## config.mk

```make
export PLATFORM = sky130hd
export DESIGN_NAME = mac_filter_crc8_frame_check_flat
export DESIGN_NICKNAME = d
export VERILOG_FILES = /design/src/hdl/mfcrc8_pkg.sv /design/src/hdl/mfcrc8_req_if.sv /design/src/hdl/mfcrc8_rsp_if.sv /design/src/hdl/mfcrc8_frame_unit.sv /design/src/hdl/mac_filter_crc8_frame_check.sv /design/src/flat_wrapper.sv
export VERILOG_INCLUDE_DIRS = /design/src /design/src/hdl
export SDC_FILE = /design/constraint.sdc
export NUM_CORES = 1
export LEC_CHECK = 0
export ABC_CLOCK_PERIOD_IN_PS = 4190
export BUFFER_PORTS_ARGS = -buffer_cell sky130_fd_sc_hd__buf_2
export CORE_MARGIN = 8
export CORE_UTILIZATION = 59
export CTS_CLUSTER_DIAMETER = 80
export DETAILED_ROUTE_END_ITERATION = 16
export PLACE_DENSITY = 0.92
export SLEW_MARGIN = 20
export SYNTH_ARGS = -nofsm -noshare
export SYNTH_HDL_FRONTEND = slang
export SYNTH_SLANG_ARGS = --single-unit
export TNS_END_PERCENT = 50
```

## constraint.sdc

```tcl
create_clock -name clock -period 4.19 [get_ports clock]
set_input_delay 0.6285 -clock clock [delete_from_list [all_inputs] [get_ports clock]]
set_output_delay 0.6285 -clock clock [all_outputs]
set_load 0.01 [all_outputs]
```

## src/hdl/assert_macros.svh

```systemverilog
// ============================================================================
// Assertion macros
// Shared concurrent assertion helpers for the frame check RTL. Under
// SYNTHESIS the macros expand to nothing.
// ============================================================================
`ifndef ASSERT_MACROS_SVH
`define ASSERT_MACROS_SVH

`ifndef SYNTHESIS

// Checks that a property holds at every rising clock edge outside reset.
`define ASSERT_PROP(label, clk, rst, prop) \
   label: assert property (@(posedge clk) disable iff (rst) (prop)) \
      else $error("assertion failed");

// Checks that a condition is never true outside reset.
`define ASSERT_NEVER(label, clk, rst, expr) \
   `ASSERT_PROP(label, clk, rst, !(expr))

`else

`define ASSERT_PROP(label, clk, rst, prop)
`define ASSERT_NEVER(label, clk, rst, expr)

`endif

`endif

```

## src/hdl/mfcrc8_pkg.sv

```systemverilog
// ============================================================================
// Frame check package
// Types, verdict codes and the byte-wide CRC-8 step shared by the frame
// check modules.
// ============================================================================
package mfcrc8_pkg;

   // Number of leading frame bytes that carry the destination address.
   localparam logic [2:0] ADDR_BYTES = 3'd6;

   // Low byte of the generator polynomial x^8 + x^2 + x + 1.
   localparam logic [7:0] CRC_POLY_LOW = 8'h07;

   // Verdict codes.
   localparam logic [1:0] VERDICT_ACCEPT   = 2'd0;
   localparam logic [1:0] VERDICT_BAD_ADDR = 2'd1;
   localparam logic [1:0] VERDICT_BAD_CRC  = 2'd2;

   // One received byte with its end-of-frame flag.
   typedef struct packed {
      logic [7:0] frame_byte;
      logic       last_byte;
   } frame_item_type;

   // The verdict reported on the final byte of a frame.
   typedef struct packed {
      logic [1:0] verdict;
      logic [7:0] remainder;
   } frame_result_type;

   // Shifts one byte into the remainder, most significant bit first.
   function automatic logic [7:0] crc_shift_byte(logic [7:0] rem, logic [7:0] data);
      logic [7:0] r;
      logic       out_bit;
      r = rem;
      for (int k = 7; k >= 0; k--) begin
         out_bit = r[7];
         r = {r[6:0], data[k]};
         if (out_bit) begin
            r = r ^ CRC_POLY_LOW;
         end
      end
      return r;
   endfunction

   // Selects the address byte expected at a given frame position.
   function automatic logic [7:0] address_byte(logic [47:0] addr, logic [2:0] pos);
      logic [7:0] b;
      unique case (pos)
         3'd0: b = addr[47:40];
         3'd1: b = addr[39:32];
         3'd2: b = addr[31:24];
         3'd3: b = addr[23:16];
         3'd4: b = addr[15:8];
         3'd5: b = addr[7:0];
         default: b = 8'h00;
      endcase
      return b;
   endfunction

endpackage

```

## src/hdl/mfcrc8_req_if.sv

```systemverilog
// ============================================================================
// Frame byte channel
// Valid/ready channel that carries one received frame byte per transaction.
// ============================================================================
interface mfcrc8_req_if;

   logic       valid;
   logic       ready;
   logic [7:0] frame_byte;
   logic       last_byte;

   modport source (output valid, output frame_byte, output last_byte, input ready);
   modport sink (input valid, input frame_byte, input last_byte, output ready);

endinterface

```

## src/hdl/mfcrc8_rsp_if.sv

```systemverilog
// ============================================================================
// Frame verdict channel
// Valid/ready channel that carries one frame verdict per transaction.
// ============================================================================
interface mfcrc8_rsp_if;

   logic       valid;
   logic       ready;
   logic [1:0] verdict;
   logic [7:0] remainder;

   modport source (output valid, output verdict, output remainder, input ready);
   modport sink (input valid, input verdict, input remainder, output ready);

endinterface

```

## src/hdl/mfcrc8_frame_unit.sv

```systemverilog
// ============================================================================
// Frame state unit
// Holds the running remainder, byte position and address mismatch flag of
// the current frame, and works out the verdict for the byte being stepped.
// ============================================================================
module mfcrc8_frame_unit (
   input  logic                          clock,
   input  logic                          reset,
   input  logic                          step,
   input  mfcrc8_pkg::frame_item_type    item,
   input  logic [47:0]                   station_address,
   output mfcrc8_pkg::frame_result_type  result
);

   import mfcrc8_pkg::*;

   logic [7:0] rem_ff;
   logic [7:0] rem_in;
   logic [2:0] pos_ff;
   logic [2:0] pos_in;
   logic       mismatch_ff;
   logic       mismatch_in;
   logic       in_address;

   // Address compare and remainder update for the byte at hand.
   always_comb begin
      in_address  = (pos_ff < ADDR_BYTES);
      mismatch_in = mismatch_ff |
                    (in_address && (address_byte(station_address, pos_ff) != item.frame_byte));
      rem_in      = (pos_ff == 3'd0) ? item.frame_byte : crc_shift_byte(rem_ff, item.frame_byte);
      pos_in      = in_address ? pos_ff + 3'd1 : pos_ff;
   end

   // Verdict: the address check wins over the remainder check.
   always_comb begin
      result.remainder = rem_in;
      priority if (mismatch_in || (pos_in < ADDR_BYTES)) begin
         result.verdict = VERDICT_BAD_ADDR;
      end else if (rem_in != 8'h00) begin
         result.verdict = VERDICT_BAD_CRC;
      end else begin
         result.verdict = VERDICT_ACCEPT;
      end
   end

   // Frame state; the final byte clears it for the next frame.
   always_ff @(posedge clock) begin
      if (reset) begin
         rem_ff      <= 8'h00;
         pos_ff      <= 3'd0;
         mismatch_ff <= 1'b0;
      end else if (step) begin
         if (item.last_byte) begin
            rem_ff      <= 8'h00;
            pos_ff      <= 3'd0;
            mismatch_ff <= 1'b0;
         end else begin
            rem_ff      <= rem_in;
            pos_ff      <= pos_in;
            mismatch_ff <= mismatch_in;
         end
      end
   end

endmodule

```

## src/hdl/mac_filter_crc8_frame_check.sv

```systemverilog
// ============================================================================
// MAC filter and CRC-8 frame check
// Checks each received frame for the station address and a zero CRC-8
// remainder, and reports one verdict per frame.
// ============================================================================
// The block takes one frame byte per cycle while no final byte waits. The
// verdict is presented on the result channel from the result register, into
// which a final byte's verdict is loaded as it leaves the input register. A
// final byte waits there while an earlier verdict is unread; other bytes
// never wait in the input register. Outside such waits the throughput of
// one byte per cycle is set by the remainder update, one full byte of CRC-8
// division in a single cycle. The first six bytes must equal the station
// address (first byte against bits 47..40); the verdict is 0 for accepted,
// 1 for wrong destination (also for frames shorter than six bytes) and 2 for
// a nonzero remainder. The remainder is reported with every verdict. Write the
// station address only while no frame is in flight.
module mac_filter_crc8_frame_check (
   input  logic        clock,
   input  logic        reset,
   mfcrc8_req_if.sink  req_chan,
   mfcrc8_rsp_if.source rsp_chan,
   input  logic        csr_wr_en,
   input  logic [47:0] csr_wr_data
);

   import mfcrc8_pkg::*;

`include "assert_macros.svh"

   logic [47:0]      station_address_ff;
   logic             stage_valid_ff;
   frame_item_type   stage_item_ff;
   logic             out_valid_ff;
   frame_result_type out_result_ff;
   frame_result_type step_result;
   logic             advance;
   logic             accept;

   // Station address register.
   always_ff @(posedge clock) begin
      if (reset) begin
         station_address_ff <= 48'h0;
      end else if (csr_wr_en) begin
         station_address_ff <= csr_wr_data;
      end
   end

   // The staged byte moves on unless it ends a frame and the result slot is
   // still occupied and not being read.
   assign advance = stage_valid_ff &&
                    (!stage_item_ff.last_byte || !out_valid_ff || rsp_chan.ready);
   assign req_chan.ready = !stage_valid_ff || advance;
   assign accept = req_chan.valid && req_chan.ready;

   // Input register.
   always_ff @(posedge clock) begin
      if (reset) begin
         stage_valid_ff <= 1'b0;
      end else if (req_chan.ready) begin
         stage_valid_ff <= req_chan.valid;
      end
   end

   always_ff @(posedge clock) begin
      if (accept) begin
         stage_item_ff.frame_byte <= req_chan.frame_byte;
         stage_item_ff.last_byte  <= req_chan.last_byte;
      end
   end

   // Frame state and verdict logic.
   mfcrc8_frame_unit u_frame_unit (
      .clock           (clock),
      .reset           (reset),
      .step            (advance),
      .item            (stage_item_ff),
      .station_address (station_address_ff),
      .result          (step_result)
   );

   // Result register.
   always_ff @(posedge clock) begin
      if (reset) begin
         out_valid_ff <= 1'b0;
      end else if (advance && stage_item_ff.last_byte) begin
         out_valid_ff <= 1'b1;
      end else if (rsp_chan.ready) begin
         out_valid_ff <= 1'b0;
      end
   end

   always_ff @(posedge clock) begin
      if (advance && stage_item_ff.last_byte) begin
         out_result_ff <= step_result;
      end
   end

   assign rsp_chan.valid     = out_valid_ff;
   assign rsp_chan.verdict   = out_result_ff.verdict;
   assign rsp_chan.remainder = out_result_ff.remainder;

   // A result appears only after a final byte has been processed.
   `ASSERT_PROP(a_result_from_last, clock, reset, $rose(out_valid_ff) |-> $past(advance && stage_item_ff.last_byte))

   // Only defined verdict codes are reported.
   `ASSERT_NEVER(a_verdict_code, clock, reset, out_valid_ff && (out_result_ff.verdict > VERDICT_BAD_CRC))

   // An accepted frame always has a zero remainder.
   `ASSERT_PROP(a_accept_zero_rem, clock, reset, (out_valid_ff && (out_result_ff.verdict == VERDICT_ACCEPT)) |-> (out_result_ff.remainder == 8'h00))

   // A staged byte that cannot advance stays in the input register.
   `ASSERT_PROP(a_stage_hold, clock, reset, (stage_valid_ff && !advance) |=> (stage_valid_ff && $stable(stage_item_ff)))

endmodule
```

## src/flat_wrapper.sv

```systemverilog
// flat-port wrapper written by rule: the top's interface ports become plain ports
module mac_filter_crc8_frame_check_flat import mfcrc8_pkg::*;
  (clock, reset, csr_wr_en, csr_wr_data, req_chan_valid, req_chan_frame_byte, req_chan_last_byte, req_chan_ready, rsp_chan_valid, rsp_chan_verdict, rsp_chan_remainder, rsp_chan_ready);
  mfcrc8_req_if req_chan_i ();
  mfcrc8_rsp_if rsp_chan_i ();
  input  logic clock;
  input  logic reset;
  input  logic csr_wr_en;
  input  logic [47:0] csr_wr_data;
  input wire logic [$bits(req_chan_i.valid)-1:0] req_chan_valid;
  input wire logic [$bits(req_chan_i.frame_byte)-1:0] req_chan_frame_byte;
  input wire logic [$bits(req_chan_i.last_byte)-1:0] req_chan_last_byte;
  output wire logic [$bits(req_chan_i.ready)-1:0] req_chan_ready;
  output wire logic [$bits(rsp_chan_i.valid)-1:0] rsp_chan_valid;
  output wire logic [$bits(rsp_chan_i.verdict)-1:0] rsp_chan_verdict;
  output wire logic [$bits(rsp_chan_i.remainder)-1:0] rsp_chan_remainder;
  input wire logic [$bits(rsp_chan_i.ready)-1:0] rsp_chan_ready;
  assign req_chan_i.valid = req_chan_valid;
  assign req_chan_i.frame_byte = req_chan_frame_byte;
  assign req_chan_i.last_byte = req_chan_last_byte;
  assign req_chan_ready = req_chan_i.ready;
  assign rsp_chan_valid = rsp_chan_i.valid;
  assign rsp_chan_verdict = rsp_chan_i.verdict;
  assign rsp_chan_remainder = rsp_chan_i.remainder;
  assign rsp_chan_i.ready = rsp_chan_ready;
  mac_filter_crc8_frame_check u_core (.clock(clock), .reset(reset), .req_chan(req_chan_i), .rsp_chan(rsp_chan_i), .csr_wr_en(csr_wr_en), .csr_wr_data(csr_wr_data));
endmodule
```

# Yosys cells after proc, flatten, opt, wreduce, memory -nomap -nowiden
# Cells that the tools add are included.
# op_classes
n_addsub,1
order_cmp,2
n_eq_ne,6
muxes,17
n_bitwise,9
n_reduce_logical,14
# op_table
cell,n
8-bit one-hot mux with 6 select lines,1
3-bit two-way mux,10
3-bit NOT,8
8-bit two-way mux,2
8-bit != test,1
8-bit nonzero test,1
3-bit by 2-bit equality test with 1-bit output (second input constant),2
3-bit equality test (second input constant),2
3-bit less-than comparator (second input constant),2
1-bit logical AND,4
1-bit logical OR,4
3-bit by 1-bit adder with 3-bit output (second input constant),1
3-bit by 1-bit equality test with 1-bit output (second input constant),1
1-bit zero test,3
3-bit zero test,1
1-bit two-way mux,3
2-bit two-way mux,1
2-bit nonzero test,1
1-bit OR,1
# word_totals
register_bits,81
input_bits,62
output_inout_bits,12
elab_cells,59

# Longest topological paths before layout
# Gate-level depths: netlist (run 1).
# logic_depth
ltp_word,19
mapped_depth,11
mapped_depth_nobuf,9

# Modules after synthesis
# Synthesis (run 1) repeated with hierarchy kept, for this count alone.
# unflattened
cells_unflattened,352
hier_area_um2,3751.1
# by_module_without_submodules
module,instances,cells_each,area_each_um2,seq_area_each_um2
mac_filter_crc8_frame_check,1,187,2398.6,1571.5
mfcrc8_frame_unit,1,165,1352.5,240.2

# Worst setup path after synthesis (run 1)
# OpenSTA, ideal clock, no wires.
# synth_path
kind,register -> register
startpoint,reg u_core.u_frame_unit.pos_ff[2]
endpoint,reg u_core.out_result_ff (netlist bit u_core.rsp_chan.verdict[0]) (data pin)
setup_time_ps,257
t_arrival_ps,1924
required_ps,3933
slack_ps,2009
stages_incl_launch_ff,11
path_buffers,2
period_less_slack_ps,2181
cell_sequence,dfxtp_1 > inv_2 > buf_4 > ha_1 > buf_2 > a22oi_2 > a21oi_1 > or3_1 > a31oi_1 > and4_4 > a21oi_1
# synth_between
elab_chain_cells,6
elab_cells_between_ends,15
classes_between,add/sub: 1; order compare: 2; eq/ne: 6; mux: 2; bitwise: 1; reduce/logical: 3
# synth_lines
element,line,rtl
from (decl),mfcrc8_frame_unit.sv:19,logic [2:0] pos_ff;
from (signal assigned),mfcrc8_frame_unit.sv:59,pos_ff <= pos_in;
3-bit equality test (tied with other cells),mfcrc8_pkg.sv:49,unique case (pos)
8-bit one-hot mux with 6 select lines,mfcrc8_pkg.sv:49,
8-bit != test,mfcrc8_frame_unit.sv:29,"(in_address && (address_byte(station_address, pos_ff) != item.frame_byte));"
1-bit logical AND,mfcrc8_frame_unit.sv:29,
1-bit OR,mfcrc8_frame_unit.sv:28,mismatch_in = mismatch_ff |
1-bit logical OR (*),mfcrc8_frame_unit.sv:37,priority if (mismatch_in || (pos_in < ADDR_BYTES)) begin
to (signal assigned),mac_filter_crc8_frame_check.sv:94,out_result_ff <= step_result;
to (decl),mac_filter_crc8_frame_check.sv:34,frame_result_type out_result_ff;
# Every way passes the cells marked *; elsewhere a longest branch is shown, timed or not.
# A chain may end at the register's enable or synchronous reset.

# Worst setup path after layout (run 1)
# layout_path
startpoint,reg u_core.u_frame_unit.pos_ff[1]
endpoint,reg u_core.out_result_ff (netlist bit u_core.rsp_chan.verdict[0]) (data pin)
# Same word-level chain as after synthesis.

==> results.ini, run 1 <==
[drt]
num_vias=2997
drc=0
wl_um=9148
dr.pass1.iters=6
drt_iter0_markers=294
avgRoutedWirePerCell_um=17.83
ant_nets=0
viasPerCell=5.842

[yosys]
yosysTopAreaCell=dfxtp_1
avgSynthCellArea_um2=10.07
syn_nets=438
synth_edf_count=19
synth_seq_area_share=0.4848
synth_top_area_frac=0.3321
post_synth_num_cell_types=50
synth-seq-cells=81
syn_area_um2=3737
synth_area_leaders=dfxtp_1 33%, edfxtp_1 15%, mux2i_1 13%
ys_warn_count=0
synth_cells=371
async_flop_share=0
ys.flop_type=dfxtp_1

[timing]
fmax_ghz=0.3701
hold_viol=0
fin_crit_sh=0.6448
fin_ws_ns=1.488
worstMarginPinSlew_ns=1.028
fin_skew_ns=0.01240
finalSetupViolCount=0
rsz0062_at_grt=false
setup_tns_ns=0
drv_slew=0
maxSlewHeadroom=0.3121
min_period_ns=2.702

[critical_path]
reg2reg_to=u_core.rsp_chan.verdict[0]$_SDFFCE_PP1P_
slowest_delay_ns=0.63
path_cells=inv_1 > ha_1 > a222oi_1 > and2_1 > o22a_1 > xnor2_1 > a211oi_2 > and4_4 > a21oi_1
critPathMaxFanout=17
r2r_slack_ns=1.49
cp-start-kind=flop
required_ns=4.28
arrival_ns=2.79
reg2reg_depth=9
critical_path.slowest_cell=ha_1
path_class=flop to flop
crit_path_end_kind=flop
path_delay_family=adder cells
r2r-start=u_core.u_frame_unit.pos_ff[1]$_SDFFE_PP0P_
path_buf_inv=1

[cells_and_area]
nFillCells=477
final_util=0.6879
n_antenna_cell=0
final_nets=498
drive_gt1_frac=0.2362
synthToLayoutAreaGrowth_pct=14.86
layout_common_cells=72 x buf_2, 65 x nor2_1, 62 x dfxtp_1, 48 x mux2i_1
final_common_cell=buf_2

[clocking]
cts_root_buffer=clkbuf_8
cts_resized=0
cts_sinks=81
h-tree-depth=3
clk_path_buf_depth=2
clk_latency_ns=0.35
cts_tree=yes
cts_setup_buffers=0
postCtsHoldBufs=0
numCtsBuffers=9
path_clk_slew_ns=0.08

[placement]
port_buffers=73
dpl.hpwl_um=6568
routabilityCongestion=0.9335
post-place-ws_ns=1.552

[global_route]
grt_max_degree=64
grt-ovfl-total=0
grt_first_pass_wirelength_um=14800
grt_pass1_vias=2977
grt_usage=0.2074
antenna_found_initial=0

[floorplanning]
pin_count=74
rows=29
start_util=0.5988
core_area_um2=6241
die_area_um2=9137
die_h_um=95.59
dieWidth_um=95.59

[worst_hold_path]
hold_start=req_chan_frame_byte[0]
hold_end=u_core.stage_item_ff[1]$_DFFE_PP_
hold_depth=1
min_path_type=input port to flop

[power_and_ir_drop]
power.density_nw_per_um2=380.5
p_leak_uw=0.001783
vdd_ir_drop_max_mv=0.2668

[run_status]
status=finished, final reports clean

[job]
drv_cap=0

-- synth_stat cells (2+ instances only) --
library cell / n
nor4_1: 2
nor3_1: 2
edfxtp_1: 19
o21ai_0: 3
buf_2: 6
o22ai_1: 6
buf_4: 2
a21oi_1: 10
a21boi_0: 2
mux2i_1: 48
a31oi_1: 5
clkbuf_1: 15
xnor2_1: 22
or3_1: 2
nor2_1: 65
buf_6: 2
a22oi_2: 3
inv_1: 9
nand2b_1: 2
a22oi_1: 22
a221oi_1: 2
nand2_1: 17
o21ai_1: 2
a222oi_1: 3
a211oi_1: 2
nor2b_1: 2
ha_1: 5
dfxtp_1: 62
nand3_1: 8
-- report_power, final --
group / switching [µW] / leakage (µW) / internal (µW)
Sequential: 35.6 / 0.000687 / 840
Clock: 282 / 0.000103 / 293
Combinational: 97.0 / 0.000994 / 86.5
Total: 414 / 0.00178 / 1220
-- worst max-delay path by stage --
stage / start / to / depth (start not counted)
2_1_floorplan: u_core.u_frame_unit.pos_ff[2]$_SDFFE_PP0P_ / u_core.rsp_chan.verdict[0]$_SDFFCE_PP1P_ / 10
3_3_place_gp: u_core.u_frame_unit.pos_ff[1]$_SDFFE_PP0P_ / u_core.rsp_chan.verdict[0]$_SDFFCE_PP1P_ / 9
3_5_place_dp: u_core.u_frame_unit.pos_ff[1]$_SDFFE_PP0P_ / u_core.rsp_chan.verdict[0]$_SDFFCE_PP1P_ / 9
4_1_cts: u_core.u_frame_unit.pos_ff[1]$_SDFFE_PP0P_ / u_core.rsp_chan.verdict[0]$_SDFFCE_PP1P_ / 9
5_1_grt: u_core.u_frame_unit.pos_ff[1]$_SDFFE_PP0P_ / u_core.rsp_chan.verdict[0]$_SDFFCE_PP1P_ / 9
6_report: u_core.u_frame_unit.pos_ff[1]$_SDFFE_PP0P_ / u_core.rsp_chan.verdict[0]$_SDFFCE_PP1P_ / 9
-- logic make-up (layout without fill, tap and decap cells) --
group,count (synthesis),count (layout),synth area share
xor gates and xnor gates,24,24,0.05825
muxes,48,48,0.1286
adders and majority gates,5,5,0.01674
buffers and inverters,36,101,0.04419
DFF,81,81,0.4848
and+or+nand+nor,107,107,0.1262
AOI/OAI and AO/OA,70,70,0.1413
-- layout make-up --
cell class	count	area, µm²	area share
flip-flops and latches	81	1812	0.4220
clock inverters	6	66.31	0.01545
clock buffers	10	137.6	0.03206
well taps	77	96.34	0.02244
multi-input cells	254	1760	0.4101
inverters	10	37.54	0.008744
repair buffers	75	382.9	0.08919
-- flip-flops by register name, indices dropped and copies added, names as in the netlist --
name / flops
u_core.station_address_ff: 48
u_core.stage_item_ff: 9
u_core.rsp_chan.remainder: 8
u_core.u_frame_unit.rem_ff: 8
u_core.u_frame_unit.pos_ff: 3
u_core.rsp_chan.verdict: 2
u_core.rsp_chan.valid: 1
u_core.stage_valid_ff: 1
u_core.u_frame_unit.mismatch_ff: 1
-- through the flow --
stage | power [µW] | hold slack (ns) | cells | instance area [µm²]
after floorplan | 1011 | 0.4592 | 371 | 3737
after global placement | 1064 | 0.4772 | 497 | 4086
after detailed placement | 1072 | 0.4902 | 497 | 4086
after CTS | 1636 | 0.4451 | 513 | 4290
after global routing | 1695 | 0.4385 | 513 | 4293
final | 1633 | 0.4566 | 513 | 4293
-- per-layer routing --
metal / up-vias / global-route usage / share of wire
met5: - / 0 / 0
met4: 0 / 0.08707 / 0.022
li1: 1441 / - / -
met1: 1382 / 0.2642 / 0.43
met3: 20 / 0.05039 / 0.077
met2: 154 / 0.3286 / 0.47
No activity file was read; power rests on OpenSTA's default activity.
==> run 2: changes to the inputs <==
ABC_CLOCK_PERIOD_IN_PS = 2400   (was 4190)
CORE_UTILIZATION = 49   (was 59)
PLACE_DENSITY = 0.82   (was 0.92)
clock period = 2.4 ns   (was 4.19 ns; I/O delays follow)
==> results.ini, run 2 (synthesized netlist as in run 1, its figures left out) <==
[clocking]
cts_root_buffer=clkbuf_8
clk_path_buf_depth=2
cts_setup_buffers=0
path_clk_slew_ns=0.08
cts_tree=yes
h-tree-depth=3
clk_latency_ns=0.35
cts_sinks=81
numCtsBuffers=9

[timing]
rsz0062_at_grt=true
finalSetupViolCount=0
fmax_ghz=0.4291
fin_hold_ws_ns=0.1841
fin_skew_ns=0.008564
hold_viol=0
drv_slew=0
min_period_ns=2.331
maxSlewHeadroom=0.3142
fin_crit_sh=0.9711
worstMarginPinSlew_ns=1.025

[floorplanning]
rows=32
pin_count=74
dieWidth_um=103.3
start_util=0.4939
die_area_um2=10680
core_area_um2=7567
die_h_um=103.3

[critical_path]
cp-start-kind=flop
path_class=flop to flop
slowest_delay_ns=0.37
path_cells=inv_1 > ha_2 > nor2b_2 > a22oi_1 > a32o_1 > a211oi_2 > and4_4 > a21oi_1
cp-startpoint=u_core.u_frame_unit.pos_ff[0]$_SDFFE_PP0P_
critical_path.slowest_cell=dfxtp_4
r2r_slack_ns=0.07
path_delay_family=compound AO/OA/AOI/OAI gates
reg2reg_depth=8
arrival_ns=2.44
r2r-start=u_core.u_frame_unit.pos_ff[0]$_SDFFE_PP0P_
path_buf_inv=1
critPathMaxFanout=5
reg2reg_to=u_core.rsp_chan.verdict[0]$_SDFFCE_PP1P_
crit_path_end_kind=flop
required_ns=2.51

[cells_and_area]
regMostFlops=u_core.station_address_ff
drive_gt1_frac=0.2723
n_antenna_cell=0
final_util=0.5924
largest_reg_flops=48
layout_common_cells=73 x buf_2, 65 x nor2_1, 60 x dfxtp_1, 48 x mux2i_1, 22 x xnor2_1
final_common_cell=buf_2
synthToLayoutAreaGrowth_pct=19.95
final_nets=510
top_regs=u_core.station_address_ff x48, u_core.stage_item_ff x9

[power_and_ir_drop]
vdd_ir_drop_max_mv=0.3131
p_leak_uw=0.001853
power.density_nw_per_um2=636.8

[global_route]
grt_first_pass_wirelength_um=15350
grt_max_degree=49
grt_usage=0.1879
grt_pass1_vias=3075
antenna_found_initial=0
grt-ovfl-total=0

[drt]
dr.pass1.iters=8
num_vias=3057
viasPerCell=5.558
avgRoutedWirePerCell_um=17.28
ant_nets=0
drc=0
drt_iter0_markers=259
wl_um=9503

[placement]
dpl.hpwl_um=7075
routabilityCongestion=0.9583
port_buffers=73

[worst_hold_path]
hold_start=req_chan_frame_byte[6]
hold_depth=1
min_path_type=input port to flop
hold_end=u_core.stage_item_ff[7]$_DFFE_PP_

[job]
drv_cap=0

[run_status]
status=finished, final reports clean

[run 2: cell types whose count changed in the layout (fill, tap and decap cells not counted), sizes merged]
cell / previous run / this run
buf: 75 / 87
clkinv: 3 / 5
clkinvlp: 1 / 0
inv: 11 / 10
[run 2: final cells by class]
cell class	instances	area [µm²]
well taps	102	127.6
fillers	657	3084
multi-input cells	254	1800
flip-flops and latches	81	1819
repair buffers	87	503.0
clock inverters	6	57.56
clock buffers	10	137.6
inverters	10	37.54
[run 2: metrics by stage]
step	std cells	setup TNS [ns]	instance area, µm²	worst slack, ns	power (µW)
4_1_cts	550	0	4438	0.0006679	2854
2_1_floorplan	371	0	3737	0.2191	1765
6_report	550	0	4483	0.06930	2855
3_3_place_gp	534	0	4233	0.04655	1882
5_1_grt	550	-0.03513	4483	-0.03513	2965
3_5_place_dp	534	0	4233	0.0002676	1890
[run 2: repair_timing]
item | in CTS | in global routing
pin swaps | 1 | 6
hold buffers | 0 | 0
endpoints found under the setup margin | 1 | 3
gates resized for setup | 2 | 12
[run 2: routing by layer]
| layer | up-vias | part of all wire | track usage |
|---|---|---|---|
| met3 | 21 | 0.078 | 0.05422 |
| met5 | - | 0 | 0 |
| met1 | 1440 | 0.45 | 0.2389 |
| met4 | 0 | 0.018 | 0.07119 |
| li1 | 1466 | - | - |
| met2 | 130 | 0.46 | 0.2953 |
[run 2: power by group]
| group | internal (µW) | switching (µW) | leakage [µW] |
|---|---|---|---|
| clock network | 502 | 484 | 0.000103 |
| logic | 167 | 172 | 0.00106 |
| registers | 1470 | 65.2 | 0.000688 |
[run 2: worst max path at each step]
stage	endpoint	cells after the start	slack [ns]
detailed placement	u_core.rsp_chan.verdict[0]$_SDFFCE_PP1P_	9	0.0003
global placement	u_core.rsp_chan.verdict[0]$_SDFFCE_PP1P_	9	0.05
global route	u_core.rsp_chan.verdict[0]$_SDFFCE_PP1P_	10	-0.04
CTS	u_core.rsp_chan.verdict[0]$_SDFFCE_PP1P_	9	0.0007
finish	u_core.rsp_chan.verdict[0]$_SDFFCE_PP1P_	8	0.07
floorplan	u_core.rsp_chan.verdict[0]$_SDFFCE_PP1P_	10	0.22
